## src/design/euclidean_rhythm_generator_macros.svh

```systemverilog
`ifndef EUCLIDEAN_RHYTHM_GENERATOR_MACROS_SVH
`define EUCLIDEAN_RHYTHM_GENERATOR_MACROS_SVH

// same-cycle implication, checked on clk, off during reset
`define ERG_ASSERT_NOW(label, ante, cons, msg) \
    label: assert property (@(posedge clk) disable iff (!rst_n) (ante) |-> (cons)) \
        else $error(msg);

// next-cycle implication, checked on clk, off during reset
`define ERG_ASSERT_NEXT(label, ante, cons, msg) \
    label: assert property (@(posedge clk) disable iff (!rst_n) (ante) |=> (cons)) \
        else $error(msg);

`endif

```

## src/design/erg_pkg.sv

```systemverilog
`timescale 1ns / 1ps

package erg_pkg;

    // pattern builder sequencer
    typedef enum logic [1:0] {
        BLD_IDLE,
        BLD_DIV,
        BLD_EXP
    } bld_state_t;

    // top level request sequencer
    typedef enum logic [1:0] {
        ST_IDLE,
        ST_BUILD,
        ST_SRCH,
        ST_EMIT
    } ctl_state_t;

endpackage

```

## src/design/euclidean_rhythm_generator.sv

```systemverilog
`timescale 1ns / 1ps
`include "euclidean_rhythm_generator_macros.svh"

// euclidean rhythm generator
// input channel: one beat carries step_count n and pulse_count k; in_stall is
// high from acceptance until the last result of that request is loaded
// output channel: n beats per request, each with the pattern bit (beat), its
// position and last on the final one; a bad request (n = 0, n > MAX_STEPS or
// k > n) gives one beat with bad_request, beat 0, position 0 and last set
// the builder divides by repeated subtraction, level by level, then appends
// one substring per cycle through a single shifter, then searches for the
// first onset one bit a cycle, all before the first result is loaded
// results then leave at one per cycle while out_stall is low
// k = 0 skips the builder: n zero beats follow straight away
// reset clears the sequencers and the output valid; nothing else is kept
// between requests
// a stalled output holds its beat in the output register; the sequencer waits
// and the next request is taken once the final beat is loaded

module euclidean_rhythm_generator #(
    parameter int MAX_STEPS = 64
) (
    input  logic       clk,
    input  logic       rst_n,
    input  logic       in_valid,
    output logic       in_stall,
    input  logic [6:0] step_count,
    input  logic [6:0] pulse_count,
    output logic       out_valid,
    input  logic       out_stall,
    output logic       beat,
    output logic [5:0] position,
    output logic       last,
    output logic       bad_request
);

    localparam int CW = $clog2(MAX_STEPS + 1);
    localparam int PW = $clog2(MAX_STEPS);

    erg_pkg::ctl_state_t state_reg, state_next;

    logic [CW-1:0] n_reg, n_next;
    logic [CW-1:0] len_reg, len_next;
    logic          bad_reg, bad_next;
    logic [CW-1:0] i_reg, i_next;
    logic [PW-1:0] rp_reg, rp_next;
    logic [CW-1:0] sc_reg, sc_next;

    logic       ov_reg, ov_next;
    logic       beat_reg, beat_next;
    logic [5:0] pos_reg, pos_next;
    logic       last_reg, last_next;
    logic       badq_reg, badq_next;

    logic                 bld_start, bld_done;
    logic [MAX_STEPS-1:0] bld_pattern;
    logic [CW-1:0]        bld_len;

    logic          accept, req_bad, load, emit_last, srch_hit;
    logic [CW-1:0] len_m1;

    assign accept  = in_valid && (state_reg == erg_pkg::ST_IDLE);
    assign req_bad = (step_count == 7'd0)
        || (32'(step_count) > 32'(MAX_STEPS))
        || (pulse_count > step_count);
    assign load      = !ov_reg || !out_stall;
    assign emit_last = bad_reg || (i_reg == n_reg - 1'b1);
    assign len_m1    = len_reg - 1'b1;
    assign srch_hit  = bld_pattern[rp_reg] || (sc_reg == len_m1);
    assign bld_start = accept && !req_bad && (pulse_count != 7'd0);

    erg_build #(
        .MAX_STEPS(MAX_STEPS)
    ) u_build (
        .clk    (clk),
        .rst_n  (rst_n),
        .start  (bld_start),
        .n      (CW'(step_count)),
        .k      (CW'(pulse_count)),
        .done   (bld_done),
        .pattern(bld_pattern),
        .pat_len(bld_len)
    );

    // next state
    always_comb
    begin
        state_next = state_reg;
        case (state_reg)
            erg_pkg::ST_IDLE:
            begin
                if (accept)
                    state_next = bld_start ? erg_pkg::ST_BUILD : erg_pkg::ST_EMIT;
            end
            erg_pkg::ST_BUILD:
            begin
                if (bld_done)
                    state_next = (bld_len == '0) ? erg_pkg::ST_EMIT : erg_pkg::ST_SRCH;
            end
            erg_pkg::ST_SRCH:
            begin
                if (srch_hit)
                    state_next = erg_pkg::ST_EMIT;
            end
            erg_pkg::ST_EMIT:
            begin
                if (load && emit_last)
                    state_next = erg_pkg::ST_IDLE;
            end
            default:
                state_next = erg_pkg::ST_IDLE;
        endcase
    end

    // datapath and output register
    always_comb
    begin
        n_next    = n_reg;
        len_next  = len_reg;
        bad_next  = bad_reg;
        i_next    = i_reg;
        rp_next   = rp_reg;
        sc_next   = sc_reg;
        ov_next   = load ? 1'b0 : ov_reg;
        beat_next = beat_reg;
        pos_next  = pos_reg;
        last_next = last_reg;
        badq_next = badq_reg;
        case (state_reg)
            erg_pkg::ST_IDLE:
            begin
                if (accept)
                begin
                    n_next   = CW'(step_count);
                    bad_next = req_bad;
                    len_next = '0;
                    i_next   = '0;
                end
            end
            erg_pkg::ST_BUILD:
            begin
                if (bld_done)
                begin
                    len_next = bld_len;
                    rp_next  = PW'(bld_len - 1'b1);
                    sc_next  = '0;
                end
            end
            erg_pkg::ST_SRCH:
            begin
                // walk the reversed pattern until the first onset
                if (!srch_hit)
                begin
                    rp_next = rp_reg - 1'b1;
                    sc_next = sc_reg + 1'b1;
                end
            end
            erg_pkg::ST_EMIT:
            begin
                if (load)
                begin
                    ov_next   = 1'b1;
                    beat_next = !bad_reg && (i_reg < len_reg) && bld_pattern[rp_reg];
                    pos_next  = bad_reg ? 6'd0 : 6'(i_reg);
                    last_next = emit_last;
                    badq_next = bad_reg;
                    i_next    = i_reg + 1'b1;
                    rp_next   = (rp_reg == '0) ? PW'(len_m1) : rp_reg - 1'b1;
                end
            end
            default:
            begin
                ov_next = 1'b0;
            end
        endcase
    end

    always_ff @(posedge clk or negedge rst_n)
    begin
        if (!rst_n)
        begin
            state_reg <= erg_pkg::ST_IDLE;
            ov_reg    <= 1'b0;
        end
        else
        begin
            state_reg <= state_next;
            ov_reg    <= ov_next;
        end
    end

    always_ff @(posedge clk)
    begin
        n_reg    <= n_next;
        len_reg  <= len_next;
        bad_reg  <= bad_next;
        i_reg    <= i_next;
        rp_reg   <= rp_next;
        sc_reg   <= sc_next;
        beat_reg <= beat_next;
        pos_reg  <= pos_next;
        last_reg <= last_next;
        badq_reg <= badq_next;
    end

    assign in_stall    = (state_reg != erg_pkg::ST_IDLE);
    assign out_valid   = ov_reg;
    assign beat        = beat_reg;
    assign position    = pos_reg;
    assign last        = last_reg;
    assign bad_request = badq_reg;

    `ERG_ASSERT_NEXT(a_busy_after_accept, in_valid && !in_stall, in_stall,
        "input not stalled after a request was taken")
    `ERG_ASSERT_NOW(a_bad_single, out_valid && bad_request,
        last && !beat && (position == 6'd0), "malformed error result")
    `ERG_ASSERT_NOW(a_srch_len, state_reg == erg_pkg::ST_SRCH, len_reg != '0,
        "onset search on an empty pattern")

endmodule

```

## src/design/erg_build.sv

```systemverilog
`timescale 1ns / 1ps
`include "euclidean_rhythm_generator_macros.svh"

module erg_build #(
    parameter int MAX_STEPS = 64,
    localparam int CW = $clog2(MAX_STEPS + 1),
    localparam int LD = 2 * $clog2(MAX_STEPS) + 2,
    localparam int LVW = $clog2(LD)
) (
    input  logic                 clk,
    input  logic                 rst_n,
    input  logic                 start,
    input  logic [CW-1:0]        n,
    input  logic [CW-1:0]        k,
    output logic                 done,
    output logic [MAX_STEPS-1:0] pattern,
    output logic [CW-1:0]        pat_len
);

    erg_pkg::bld_state_t state_reg, state_next;

    // per-level quotient and remainder lists
    logic [CW-1:0] cnt_mem [LD];
    logic [CW-1:0] rem_mem [LD];

    logic           cnt_we, rem_we;
    logic [LVW-1:0] cnt_waddr, rem_waddr;
    logic [CW-1:0]  cnt_wdata, rem_wdata;

    logic [CW-1:0]        dv_reg, dv_next;
    logic [CW-1:0]        dr_reg, dr_next;
    logic [CW-1:0]        q_reg, q_next;
    logic [LVW-1:0]       lvl_reg, lvl_next;
    logic [LVW-1:0]       lv_reg, lv_next;
    logic [CW-1:0]        rep_reg, rep_next;
    logic [CW-1:0]        top_reg, top_next;
    logic [MAX_STEPS-1:0] a_reg, a_next, b_reg, b_next, c_reg, c_next;
    logic [CW-1:0]        la_reg, la_next, lb_reg, lb_next, lc_reg, lc_next;
    logic                 done_reg, done_next;

    // shared append unit
    logic [MAX_STEPS-1:0] sh_in, sh_out;
    logic [CW-1:0]        sh_len, lsat;
    logic [CW:0]          lsum;
    logic [CW-1:0]        cur_cnt, cur_rem;
    logic [LVW-1:0]       lvl_inc;
    logic                 div_stop, exp_more, exp_last;

    assign cur_cnt  = (lv_reg == lvl_reg) ? top_reg : cnt_mem[lv_reg];
    assign cur_rem  = rem_mem[lv_reg];
    assign exp_more = (rep_reg < cur_cnt);
    assign exp_last = (lv_reg == lvl_reg);
    assign lvl_inc  = lvl_reg + 1'b1;
    assign div_stop = (dv_reg <= CW'(1))
        || ({1'b0, lvl_inc} >= (LVW + 1)'(LD - 2));

    always_comb
    begin
        if (exp_more)
        begin
            sh_in  = a_reg;
            sh_len = la_reg;
        end
        else if (cur_rem != '0)
        begin
            sh_in  = b_reg;
            sh_len = lb_reg;
        end
        else
        begin
            sh_in  = '0;
            sh_len = '0;
        end
    end

    assign sh_out = c_reg | (sh_in << lc_reg);
    assign lsum   = {1'b0, lc_reg} + {1'b0, sh_len};
    assign lsat   = (lsum > (CW + 1)'(MAX_STEPS)) ? CW'(MAX_STEPS) : lsum[CW-1:0];

    // next state
    always_comb
    begin
        state_next = state_reg;
        case (state_reg)
            erg_pkg::BLD_IDLE:
            begin
                if (start)
                    state_next = erg_pkg::BLD_DIV;
            end
            erg_pkg::BLD_DIV:
            begin
                if (dv_reg < dr_reg && div_stop)
                    state_next = erg_pkg::BLD_EXP;
            end
            erg_pkg::BLD_EXP:
            begin
                if (!exp_more && exp_last)
                    state_next = erg_pkg::BLD_IDLE;
            end
            default:
                state_next = erg_pkg::BLD_IDLE;
        endcase
    end

    // datapath and list writes
    always_comb
    begin
        dv_next   = dv_reg;
        dr_next   = dr_reg;
        q_next    = q_reg;
        lvl_next  = lvl_reg;
        lv_next   = lv_reg;
        rep_next  = rep_reg;
        top_next  = top_reg;
        a_next    = a_reg;
        b_next    = b_reg;
        c_next    = c_reg;
        la_next   = la_reg;
        lb_next   = lb_reg;
        lc_next   = lc_reg;
        done_next = 1'b0;
        cnt_we    = 1'b0;
        cnt_waddr = lvl_reg;
        cnt_wdata = q_reg;
        rem_we    = 1'b0;
        rem_waddr = lvl_inc;
        rem_wdata = dv_reg;
        case (state_reg)
            erg_pkg::BLD_IDLE:
            begin
                if (start)
                begin
                    dv_next   = n - k;
                    dr_next   = k;
                    q_next    = '0;
                    lvl_next  = '0;
                    rem_we    = 1'b1;
                    rem_waddr = '0;
                    rem_wdata = k;
                end
            end
            erg_pkg::BLD_DIV:
            begin
                if (dv_reg >= dr_reg)
                begin
                    dv_next = dv_reg - dr_reg;
                    q_next  = q_reg + 1'b1;
                end
                else
                begin
                    cnt_we   = 1'b1;
                    rem_we   = 1'b1;
                    dr_next  = dv_reg;
                    dv_next  = dr_reg;
                    q_next   = '0;
                    lvl_next = lvl_inc;
                    if (div_stop)
                    begin
                        // top level count is the last divisor
                        top_next = dr_reg;
                        lv_next  = '0;
                        rep_next = '0;
                        a_next   = '0;
                        la_next  = CW'(1);
                        b_next   = MAX_STEPS'(1);
                        lb_next  = CW'(1);
                        c_next   = '0;
                        lc_next  = '0;
                    end
                end
            end
            erg_pkg::BLD_EXP:
            begin
                if (exp_more)
                begin
                    c_next   = sh_out;
                    lc_next  = lsat;
                    rep_next = rep_reg + 1'b1;
                end
                else
                begin
                    b_next   = a_reg;
                    lb_next  = la_reg;
                    a_next   = sh_out;
                    la_next  = lsat;
                    c_next   = '0;
                    lc_next  = '0;
                    rep_next = '0;
                    lv_next  = lv_reg + 1'b1;
                    if (exp_last)
                        done_next = 1'b1;
                end
            end
            default:
            begin
                done_next = 1'b0;
            end
        endcase
    end

    always_ff @(posedge clk or negedge rst_n)
    begin
        if (!rst_n)
        begin
            state_reg <= erg_pkg::BLD_IDLE;
            done_reg  <= 1'b0;
        end
        else
        begin
            state_reg <= state_next;
            done_reg  <= done_next;
        end
    end

    always_ff @(posedge clk)
    begin
        dv_reg  <= dv_next;
        dr_reg  <= dr_next;
        q_reg   <= q_next;
        lvl_reg <= lvl_next;
        lv_reg  <= lv_next;
        rep_reg <= rep_next;
        top_reg <= top_next;
        a_reg   <= a_next;
        b_reg   <= b_next;
        c_reg   <= c_next;
        la_reg  <= la_next;
        lb_reg  <= lb_next;
        lc_reg  <= lc_next;
        if (cnt_we)
            cnt_mem[cnt_waddr] <= cnt_wdata;
        if (rem_we)
            rem_mem[rem_waddr] <= rem_wdata;
    end

    assign done    = done_reg;
    assign pattern = a_reg;
    assign pat_len = la_reg;

    `ERG_ASSERT_NOW(a_div_nonzero, state_reg == erg_pkg::BLD_DIV, dr_reg != '0,
        "divisor is zero during division")
    `ERG_ASSERT_NOW(a_exp_level, state_reg == erg_pkg::BLD_EXP, lv_reg <= lvl_reg,
        "expansion level beyond top level")
    `ERG_ASSERT_NEXT(a_done_idle, done_next, state_reg == erg_pkg::BLD_IDLE,
        "done raised while builder still busy")

endmodule

```

## config.mk

```make
export PLATFORM = sky130hd
export DESIGN_NAME = euclidean_rhythm_generator
export DESIGN_NICKNAME = d
export VERILOG_FILES = /design/src/design/erg_pkg.sv /design/src/design/euclidean_rhythm_generator.sv /design/src/design/erg_build.sv
export VERILOG_INCLUDE_DIRS = /design/src /design/src/design
export SDC_FILE = /design/constraint.sdc
export NUM_CORES = 1
export LEC_CHECK = 0
export BUFFER_PORTS_ARGS = -buffer_cell sky130_fd_sc_hd__buf_4
export CAP_MARGIN = 20
export CORE_MARGIN = 2
export CORE_UTILIZATION = 30
export DETAILED_ROUTE_END_ITERATION = 12
export HOLD_SLACK_MARGIN = 0.1
export PLACE_DENSITY = 0.46
export SYNTH_ARGS = -nofsm -noshare
export SYNTH_HDL_FRONTEND = slang
export SYNTH_SLANG_ARGS = --single-unit
```

## constraint.sdc

```tcl
create_clock -name clk -period 9.8 [get_ports clk]
set_input_delay 0.49 -clock clk [delete_from_list [all_inputs] [get_ports clk]]
set_output_delay 0.49 -clock clk [all_outputs]
set_load 0.02 [all_outputs]
```

==> summary.md <==
| Metric | Value |
|---|---|
| Run status | completed |
| List of cells traversed by the critical path | mux4_2 -> mux4_2 -> mux2i_1 -> ha_1 -> nand3_1 -> nor2_1 -> nand4_4 -> nand2_4 -> buf_4 -> nand3_1 -> o21ai_0 -> ha_1 -> inv_1 -> fa_1 -> inv_1 -> a21oi_1 -> o21bai_1 -> xnor2_1 -> and4b_1 -> nand3_1 -> a21oi_1 -> nand2_1 -> nor3_1 |
| Synthesized net count | around 2600 |
| DRC errors left | 0 |
| Crit path max-delay cell type | sky130_fd_sc_hd__dfxtp_2 |
| Synth cell types | 87 |
| Iter 0 DRT Violations | 2927 |
| Number of buffers inserted during clock tree synthesis | 58 |
| Effective utilization at floorplan | a little under a third |
| Area of the die | about 100000 sq um |
| TritonCTS clock tree | done |
| Depth of the CTS H-tree | 2 |
| IO Pins | 29 |
| Final core utilization | 34.2% |
| Core box area | just under 100000 sq um |
| Synthesized area per cell | 11.5 sq um |
| Vias in the first global route | 23094 |
| Tot GR Track Use | 24.6% |
| Clock Pin Slew Worst Setup and Hold Paths | 0.07 ns |
| Proportion of synthesized flip-flops having asynchronous set or reset | roughly 1.2% |
| Critical path capture point type | register |
| Final Max Slew Viols | 0 |
| Fillers | 9574 |
| Most prevalent standard cell on the critical path | sky130_fd_sc_hd__nand3_1 |
| Post-detailed-route wirelength per cell | 32.2 um |
| Residual antenna-violating net count after detailed routing | 0 |
| Setup repair after global routing missed its margin | no |
| Fraction of final layout cells sized beyond drive strength 1 | between 10 and 15% |
| Routability congestion estimate from global placement | between 1 and 1.5 |
| Maximum frequency from static timing analysis | approximately 150 MHz |
| Wire length of the first global-routing pass | roughly 180000 um |
| Worst Hold Class | input pin to asynchronous set/reset pin |
| Post-Synthesis Cells | roughly 2500 |
| Area after detailed placement | between 30000 and 40000 sq um |
| Main area contributors after synthesis | sky130_fd_sc_hd__edfxtp_1, sky130_fd_sc_hd__mux4_2, sky130_fd_sc_hd__nor2_1, sky130_fd_sc_hd__nand2_1, sky130_fd_sc_hd__and2_1 |
| Bufs on Longest Clock Path | 3 |
| Setup Buffers After CTS | 0 |
| Number of enable-type register cells in the synthesized netlist | around 500 |
| Final setup viols | 0 |
| Number of sinks handled by clock tree synthesis | between 500 and 600 |
| Floorplan die height | 317 um |
| Crit path largest cell delay | 0.90 ns |
| Total length of routed wires | 125000 um |
| Yosys warnings | 0 |
| Count of nets after finishing | 2624 |
| Buffer and inverter count on the worst path | 3 |
| Post-synthesis instance area | approximately 29000 sq um |
| Startpoint kind of the worst setup timing path | register |
| Most frequently used cell type in the post-synthesis netlist | sky130_fd_sc_hd__edfxtp_1 |
| Site Rows | about 110 |
| Number of antenna violations at the first check in global routing | 0 |
| Yosys top cell by area | sky130_fd_sc_hd__edfxtp_1 |
| Largest net degree at the start of global routing | 86 |
| Max Cap Violations | 0 |
| Portion of synthesized cell area occupied by the leading cell type | between 50% and 60% |
| Period utilisation layout | 69.5% |
| Insertion delay to the later sink of the worst-skew pair | a little under 0.7 ns |
| Worst Path Required | 10.31 ns |
| DR vias/cell | between 6 and 7 |
| Portion of the post-synthesis area used by sequential elements | approximately half |
| Setup total negative slack | 0 ns |
| Remaining global-route overflow | 0 |
| Family with the most delay on the worst path | simple AND/OR/NAND/NOR gates |
| CTS Root Cell | sky130_fd_sc_hd__clkbuf_16 |
| Total via count in the routed design | 23691 |
| Input/output buffers | 28 |
| Total half-perimeter wirelength after legalization and detailed placement | ~88000 um |
| Critical path data arrival time | around 7.3 ns |
| Critical setup path kind | register to register |
| Final Skew | roughly 0.054 ns |
| Slew HR | 20.4% |
| Min Tclk post-route | approximately 6.8 ns |
| Number of flip-flops and latches in the synthesized netlist | 506 |
| CTS Hold Bufs | 9 |
| Area delta synth->final | 13.1% |
| Commonest cells post-synth | sky130_fd_sc_hd__edfxtp_1, sky130_fd_sc_hd__nor2_1, sky130_fd_sc_hd__nand2_1, sky130_fd_sc_hd__and2_1, sky130_fd_sc_hd__clkbuf_1 |
| Post-route cell area | between 30000 and 40000 sq um |
| Largest registers in the final layout | u_build.cnt_mem: 98 flops, u_build.rem_mem: 98 flops |
| Resize count post-CTS | 0 |
| Count of final hold-check violations | 0 |
| Die width | about 320 um |
| Measured slew at the worst slew-check pin | 1.19 ns |
| Number of iterations in the first detailed-routing pass | 7 |
| Most frequently used flop master after synthesis | sky130_fd_sc_hd__edfxtp_1 |
| Worst-path fanout max | 69 |
## path summary, 6_finish.rpt
path	startpoint	end	slack, ns	cells past startpoint
max	register	u_build.lc_reg[3]	2.99	23
min	rst_n	u_build.state_reg[1]	0.16	2
max reg2reg	register	u_build.lc_reg[3]	2.99	23
min reg2reg	u_build.dr_reg[5]	u_build.top_reg[5]	0.50	0
max in group asynchronous	rst_n	state_reg[0]	9.52	2
min in group clk	pulse_count[0]	u_build.dr_reg[0]	0.16	2
## cell type report
class	count	area (sq um)	share of cell area, %
antenna	2	5.00	0.0151
clock buffer	74	1590	4.80
clock inverter	34	378	1.14
inverter	89	340	1.03
multi-input combinational	1784	13300	40.1
sequential	506	15100	45.6
tap	1276	1600	4.82
timing repair buffer	107	826	2.49
## metal layers
| layer | part of all wire (%) | vias up | wire (um) | GRT usage (%) |
|---|---|---|---|---|
| met1 | 42 | 12090 | 52200 | 33.1 |
| met4 | 6.4 | 0 | 7960 | 13.3 |
| met2 | 43 | 1304 | 54100 | 37.2 |
| li1 | - | 9955 | - | - |
| met3 | 8.2 | 342 | 10200 | 5.00 |
| met5 | 0 | - | 0 | 0 |
## placed cells by master (no fill, tap or decap), types with 22 or more instances in the layout
master                      netlist  layout
sky130_fd_sc_hd__a211oi_1        23      23
sky130_fd_sc_hd__a21oi_1        100      99
sky130_fd_sc_hd__a221oi_1        23      23
sky130_fd_sc_hd__a22o_1          22      22
sky130_fd_sc_hd__a31o_2          31      31
sky130_fd_sc_hd__a31oi_1         27      27
sky130_fd_sc_hd__and2_1         120     120
sky130_fd_sc_hd__and3_1          46      46
sky130_fd_sc_hd__buf_4            2      93
sky130_fd_sc_hd__clkbuf_16        0      58
sky130_fd_sc_hd__edfxtp_1       496     496
sky130_fd_sc_hd__ha_1            57      56
sky130_fd_sc_hd__inv_1           86      80
sky130_fd_sc_hd__mux2_2          28      28
sky130_fd_sc_hd__mux2i_1         51      51
sky130_fd_sc_hd__mux4_2         101     101
sky130_fd_sc_hd__nand2_1        201     199
sky130_fd_sc_hd__nand3_1         67      67
sky130_fd_sc_hd__nor2_1         222     219
sky130_fd_sc_hd__nor3_1          55      53
sky130_fd_sc_hd__nor4_1          42      41
sky130_fd_sc_hd__o21ai_0         84      76
sky130_fd_sc_hd__o22ai_1         53      53
sky130_fd_sc_hd__xnor2_1         43      43
sky130_fd_sc_hd__xor2_1          25      25
## worst register-to-register path, cell delays in order, from the launching register on
cell	delay (ns)
sky130_fd_sc_hd__dfxtp_2	0.90
sky130_fd_sc_hd__mux4_2	0.62
sky130_fd_sc_hd__mux4_2	0.52
sky130_fd_sc_hd__mux2i_1	0.15
sky130_fd_sc_hd__ha_1	0.22
sky130_fd_sc_hd__nand3_1	0.09
sky130_fd_sc_hd__nor2_1	0.24
sky130_fd_sc_hd__nand4_4	0.29
sky130_fd_sc_hd__nand2_4	0.72
sky130_fd_sc_hd__buf_4	0.42
sky130_fd_sc_hd__nand3_1	0.10
sky130_fd_sc_hd__o21ai_0	0.10
sky130_fd_sc_hd__ha_1	0.20
sky130_fd_sc_hd__inv_1	0.06
sky130_fd_sc_hd__fa_1	0.46
sky130_fd_sc_hd__inv_1	0.07
sky130_fd_sc_hd__a21oi_1	0.07
sky130_fd_sc_hd__o21bai_1	0.21
sky130_fd_sc_hd__xnor2_1	0.20
sky130_fd_sc_hd__and4b_1	0.24
sky130_fd_sc_hd__nand3_1	0.08
sky130_fd_sc_hd__a21oi_1	0.21
sky130_fd_sc_hd__nand2_1	0.24
sky130_fd_sc_hd__nor3_1	0.25
## kinds of logic (layout without fill, tap and decap cells)
kind of cell               count (synthesis)  count (layout)  share of synthesized area (%)
and+or+nand+nor                          850             850                           14.3
xor gates and xnor gates                  68              68                           2.03
DFF                                      506             506                           51.6
muxes                                    180             180                           10.6
buffers and inverters                    249             304                           3.36
AOI/OAI and AO/OA                        626             626                           15.5
adders and majority gates                 60              60                           2.64
other                                      0               2                              0
## through the flow
step	hold slack (ns)	worst slack (ns)	instances
3_5_place_dp	0.310	2.93	3751
2_1_floorplan	0.194	2.56	2539
4_1_cts	0.122	2.94	3868
3_3_place_gp	0.312	2.99	3748
6_report	0.156	2.99	3872
5_1_grt	0.138	2.38	3870
Power is not shown: default switching activity piles up to over one toggle a cycle in this logic, so the estimate is an artifact.
